==> src/hw/rtl/ptfg_pkg.sv <==
// shared types and constants for the quadratic field gather unit
// request/result payloads, queue entry layout, grid and stagger codes
// no dependencies
package ptfg_pkg;

  localparam int NUM_GRIDS   = 9;
  localparam int NUM_LANES   = 6;
  localparam int QUEUE_DEPTH = 2;

  // request kinds
  localparam logic KIND_LOAD   = 1'b0;
  localparam logic KIND_GATHER = 1'b1;

  // configuration register indexes
  localparam logic CFG_INV_CELL_WIDTH  = 1'b0;
  localparam logic CFG_INV_CELL_HEIGHT = 1'b1;

  // stagger codes: msb set means half-cell offset in x, lsb in y
  localparam logic [1:0] STG_WW = 2'd0;
  localparam logic [1:0] STG_WH = 2'd1;
  localparam logic [1:0] STG_HW = 2'd2;
  localparam logic [1:0] STG_HH = 2'd3;

  // grid order: ex, ey, ez, hx, hy, hz, old hx, old hy, old hz
  localparam logic [1:0] GRID_STAGGER [NUM_GRIDS] = '{
    STG_WH, STG_HW, STG_HH, STG_HW, STG_WH, STG_WW, STG_HW, STG_WH, STG_WW
  };

  typedef logic signed [33:0] base_t;
  typedef logic [2:0][15:0]   wset_t;

  typedef struct packed {
    logic               kind;
    logic [3:0]         component;
    logic [7:0]         col_index;
    logic [7:0]         row_index;
    logic signed [31:0] field_value;
    logic [31:0]        pos_x;
    logic [31:0]        pos_y;
  } ptfg_req_t;

  typedef struct packed {
    logic signed [31:0] ex_out;
    logic signed [31:0] ey_out;
    logic signed [31:0] ez_out;
    logic signed [31:0] hx_out;
    logic signed [31:0] hy_out;
    logic signed [31:0] hz_out;
    logic               off_grid;
  } ptfg_result_t;

  typedef struct packed {
    logic               kind;
    logic [3:0]         component;
    logic [7:0]         col_index;
    logic [7:0]         row_index;
    logic signed [31:0] field_value;
    base_t              bxw;
    base_t              bxh;
    base_t              byw;
    base_t              byh;
    wset_t              wxw;
    wset_t              wxh;
    wset_t              wyw;
    wset_t              wyh;
  } ptfg_entry_t;

  typedef struct packed {
    logic        push;
    ptfg_entry_t entry;
  } ptfg_push_t;

endpackage

==> src/hw/rtl/ptfg_queue.sv <==
// short request queue between front end and back end
// depends on ptfg_pkg
module ptfg_queue import ptfg_pkg::*; (
  input  logic        clk,
  input  logic        rst,
  input  ptfg_push_t  qpush,
  input  logic        pop,
  output ptfg_entry_t head,
  output logic        empty,
  output logic        full
);

  localparam int PW = (QUEUE_DEPTH > 1) ? $clog2(QUEUE_DEPTH) : 1;

  ptfg_entry_t   slots [QUEUE_DEPTH];
  logic [PW-1:0] wptr;
  logic [PW-1:0] rptr;
  logic [PW:0]   count;

  always_ff @(posedge clk) begin
    if (qpush.push) begin
      slots[wptr] <= qpush.entry;
    end
  end

  always_ff @(posedge clk) begin
    if (rst) begin
      wptr  <= '0;
      rptr  <= '0;
      count <= '0;
    end else begin
      if (qpush.push) begin
        wptr <= (wptr == PW'(QUEUE_DEPTH - 1)) ? '0 : wptr + 1'b1;
      end
      if (pop) begin
        rptr <= (rptr == PW'(QUEUE_DEPTH - 1)) ? '0 : rptr + 1'b1;
      end
      count <= count + (PW+1)'(qpush.push) - (PW+1)'(pop);
    end
  end

  assign head  = slots[rptr];
  assign empty = (count == '0);
  assign full  = (count == (PW+1)'(QUEUE_DEPTH));

endmodule

==> config.mk <==
export PLATFORM = sky130hd
export DESIGN_NAME = ptfg_queue
export DESIGN_NICKNAME = d
export VERILOG_FILES = /design/src/hw/rtl/ptfg_pkg.sv /design/src/hw/rtl/ptfg_queue.sv
export SDC_FILE = /design/constraint.sdc
export NUM_CORES = 1
export LEC_CHECK = 0
export ABC_AREA = 1
export BUFFER_PORTS_ARGS = -buffer_cell sky130_fd_sc_hd__buf_2
export CELL_PAD_IN_SITES_DETAIL_PLACEMENT = 0
export CELL_PAD_IN_SITES_GLOBAL_PLACEMENT = 2
export CORE_AREA = 4 4 294 296
export CTS_CLUSTER_DIAMETER = 60
export CTS_CLUSTER_SIZE = 20
export DETAILED_ROUTE_END_ITERATION = 10
export DIE_AREA = 0 0 298 300
export GPL_TIMING_DRIVEN = 0
export PLACE_DENSITY_LB_ADDON = 0.15
export SLEW_MARGIN = 10
export SYNTH_ARGS = -nofsm -noshare
export SYNTH_HDL_FRONTEND = slang
export SYNTH_SLANG_ARGS = --single-unit
export TNS_END_PERCENT = 30
==> constraint.sdc <==
create_clock -name clk -period 31.4 [get_ports clk]
set_input_delay 9.42 -clock clk [delete_from_list [all_inputs] [get_ports clk]]
set_output_delay 9.42 -clock clk [all_outputs]
set_load 0.01 [all_outputs]
Word level (Yosys, flattened, before mapping)
Memories as Yosys holds them, arrays and structs flattened. A register that Yosys moved wholly into a read port is not among the register bits.
Cells that the tools add are included.

word-level totals
  bits of input ports = 385
  memories kept = 1
  flip-flop bits (word level) = 4
  RAM bits = 762
  logic and storage cells = 16
  output and inout port bits = 383

memories
  memory  words  width  read ports  clocked after memory_dff  wr ports  RTL line          source
  slots   2      381    1           1                         1         ptfg_queue.sv:15  ptfg_entry_t slots [QUEUE_DEPTH];

cells by class
  reductions and logical operators = 1
  $add $sub $neg = 4
  equality and inequality tests = 1
  mux-type cells = 6

operator list
  cell                                        count
  2-to-1 mux 1 bit                            6
  adder 1 bit, second input constant          2
  adder 2 x 1 -> 2 bit                        1
  equality test 2 bit, second input constant  1
  logical NOT 2 bit                           1
  subtractor 2 x 1 -> 2 bit                   1

Longest topological paths before layout
  depth in word-level cells = 4
  depth in mapped cells = 9
  mapped depth without buffers = 9

Least setup slack after synthesis
No wires, ideal clock.

  path type = input-to-reg
  start point = in qpush[381] in the netlist's numbering
  end point = mem slots[0][0] in the netlist's numbering (enable)
  cell stages on the path = 2
  arrival time = 25.368 ns
  data required time = 30.257 ns
  path slack = 4.889 ns
  library setup time = 1.143 ns
  cells stage by stage = inv_1 nor2_1

on the way
  word-level cells in the longest chain between the ends = 2

ends and longest elaborated chain
  item                                    RTL line          source
  start: declaration                      ptfg_queue.sv:6   input ptfg_push_t qpush,
  2-to-1 mux 1 bit                        ptfg_queue.sv:21  if (qpush.push) begin
  2-to-1 mux 1 bit (not written as such)  ptfg_queue.sv:22  slots[wptr] <= qpush.entry;
  end: declaration                        ptfg_queue.sv:15

No other way between the ends.

==> results.tsv <==
metric	value	unit
clock tree from TritonCTS	built	
minimum hold slack	513	ps
chip height	300	um
latest clock arrival within the worst-skew pair	620	ps
DPL Wire Length	57.2	mm
Wirelength per Cell	23.8	um
Post-Syn Nets	1603	
post-route ant nets	0	
via count of the first global-routing pass	15500	
cell types with the largest area share after synthesis	sky130_fd_sc_hd__edfxtp_1 (82%), sky130_fd_sc_hd__mux2_2 (12%), sky130_fd_sc_hd__mux2_4 (4.8%)	
leakage power total	13.7	nW
FP Rows	106	
clk buf depth	3	
setup repair after global routing missed its margin	no	
hold path start	rptr$_SDFFE_PP0P_	
total routed wirelength	76.9	mm
CP endpoint kind	output port	
run status	complete, no violations	
GPL Wtd Cong	0.772	
final total negative setup slack	0	ps
RR Startpoint	wptr$_SDFFE_PP0P_	
Total Die Area	89400	um2
final design area excluding fillers	36200	um2
share of the cycle needed by the critical path after routing	37.4	%
starting density of the core	33.5	%
standard cell core area	83600	um2
cts bufs inserted	72	
start-to-end type of the worst setup path	reg2out	
post-synthesis instance area	28000	um2
max_cap viols	0	
width of the chip	298	um
maximum fanout count along the critical path	10	
worst-margin pin slew	640	ps
clock-pin slew of the registers on the worst-case setup and hold paths	60	ps
final-stage net count	2465	
global router's overall resource usage	16.5	%
most frequent cell after synthesis	sky130_fd_sc_hd__edfxtp_1	
Relative slew margins	57.3	%
fin. max-slew vios	0	
dominant synthesized flop cell	sky130_fd_sc_hd__edfxtp_1	
reg-to-reg setup timing slack	29020	ps
peak ir drop on the vdd network	0.0486	mV
CTS Sinks	767	
mean number of vias per cell	4.50	
global-route wire length before repair	107	mm
final cell count without fillers	3238	
post-synthesis sequential area ratio	82.1	%
initial antenna violation count	45	
number of distinct library cell variants in the gate-level netlist after synthesis	14	
global-route congestion overflow total	0	
area delta synth->final	29.2	%
PwrDens	65.1	nW/um2
mean post-synth cell area	23.0	um2
worst-case clock skew	28.4	ps
Hold Crit Depth	2	
type of origin of the critical path	register	
Final Critical Period	11730	ps
final hold viol count	0	
number of resized instances in the post-cts repair step	0	
hold buffers post-CTS	0	
final setup violation count	0	
H-tree levels	3	
DR vias	14600	
highest clock rate	0.0852	GHz
class of the tightest hold or removal check	reg2reg	
worst endpoint data arrival time	2310	ps
buffers inserted during post-CTS setup optimization	0	
post-synthesis cell count	1216	
number of warnings printed during yosys synthesis	0	
Layout Utilization	43.3	%
register bit count reported by yosys	767	
Placed Cells	3084	
critical register-to-register path endpoint	slots[0][103]$_DFFE_PP_	
proportion of netlist area held by the largest area contributor	81.7	%
ratio of cells with drive above 1 in the final layout	62.6	%
DRT Pass-1 Iters	6	
library cell with the largest summed area after synthesis	sky130_fd_sc_hd__edfxtp_1	
destination of the worst hold path	rptr$_SDFFE_PP0P_	
Worst Reg2Reg Path Length in Cells	8	
Iter 0 DRT Violations	775	
Post-DP Area	33700	um2
total DRC errors in the routed layout	0	
CP Data Required Time	21980	ps
largest net degree at the start of global routing	104	
number of enable flip-flop cells after synthesis	762	
IO Port Bufs	767	
buffer type at the clock tree root	sky130_fd_sc_hd__clkbuf_16	
Boundary Pins	768	
top cells by count, synth	sky130_fd_sc_hd__edfxtp_1 (762), sky130_fd_sc_hd__mux2_2 (291), sky130_fd_sc_hd__mux2_4 (90), sky130_fd_sc_hd__buf_2 (32), sky130_fd_sc_hd__buf_6 (10)	
Post-synth ARST share	0	%
cells in the final DEF, fill, tap and decap left out, types with 10 or more instances in the layout:
cell type,count
sky130_fd_sc_hd__buf_2,799
sky130_fd_sc_hd__edfxtp_1,762
sky130_fd_sc_hd__mux2_2,291
sky130_fd_sc_hd__mux2_4,90
sky130_fd_sc_hd__clkbuf_16,74
sky130_fd_sc_hd__diode_2,20
sky130_fd_sc_hd__buf_12,12
sky130_fd_sc_hd__inv_6,11
sky130_fd_sc_hd__buf_6,10
sky130_fd_sc_hd__clkinv_2,10
critical path, stage by stage (launching register included):
cell,delay [ps]
sky130_fd_sc_hd__dfxtp_1,330
sky130_fd_sc_hd__buf_2,390
sky130_fd_sc_hd__buf_6,280
sky130_fd_sc_hd__buf_6,230
sky130_fd_sc_hd__mux2_4,320
sky130_fd_sc_hd__buf_2,170
layout make-up:
type	instances	area [um2]
fillers	7515	47400
flip-flops and latches	767	23000
multi-input cells	399	4730
repair buffers	788	4330
clock buffers	77	1860
well taps	1080	1350
clock inverters	57	583
plain buffers	42	273
diodes	20	50.0
inverters	8	37.5
where the power goes:
group / total [mW] / switching, mW / internal, mW
sequential: 1.20 / 0.0107 / 1.19
clock: 0.890 / 0.419 / 0.471
combinational: 0.268 / 0.146 / 0.122
layer usage:
metal | track usage, % | part of all wire (%) | vias up
met3 | 7.63 | 10 | 155
met1 | 17.0 | 34 | 7201
met5 | 0 | 0.39 | -
met4 | 4.74 | 2.6 | 40
li1 | - | - | 6632
met2 | 30.1 | 52 | 553
through the flow:
stage                     setup slack [ps]  power (mW)
after floorplan                       4890        1.38
after global placement               -6410        1.53
after detailed placement             19680        1.50
after CTS                            19470        2.40
after global routing                 19490        2.46
final                                19670        2.35
sequential cells by signal, indices dropped and copies added (netlist names), named ones only:
| register | count |
|---|---|
| slots | 762 |
| count | 2 |
| rptr | 1 |
| wptr | 1 |
cell families after synthesis:
family	share of synthesized area [%]
AO/OA/AOI/OAI	0.0179
XOR/XNOR	0.0313
adder cells (fa/ha/maj)	0.0893
buffers and inverters	1.08
flip-flops	82.1
multiplexers	16.5
AND/OR/NAND/NOR	0.197
worst max path at each step:
stage	from	endpoint	slack (ps)	depth (start not counted)
floorplan	qpush[381]	slots[0][0]$_DFFE_PP_	4890	2
global placement	qpush[381]	slots[0][346]$_DFFE_PP_	-6410	3
detailed placement	qpush[381]	slots[0][346]$_DFFE_PP_	19680	10
CTS	register	head[91]	19470	4
global route	register	head[91]	19490	4
finish	register	head[302]	19670	5
Note: power is estimated with default switching activity, not from simulation.
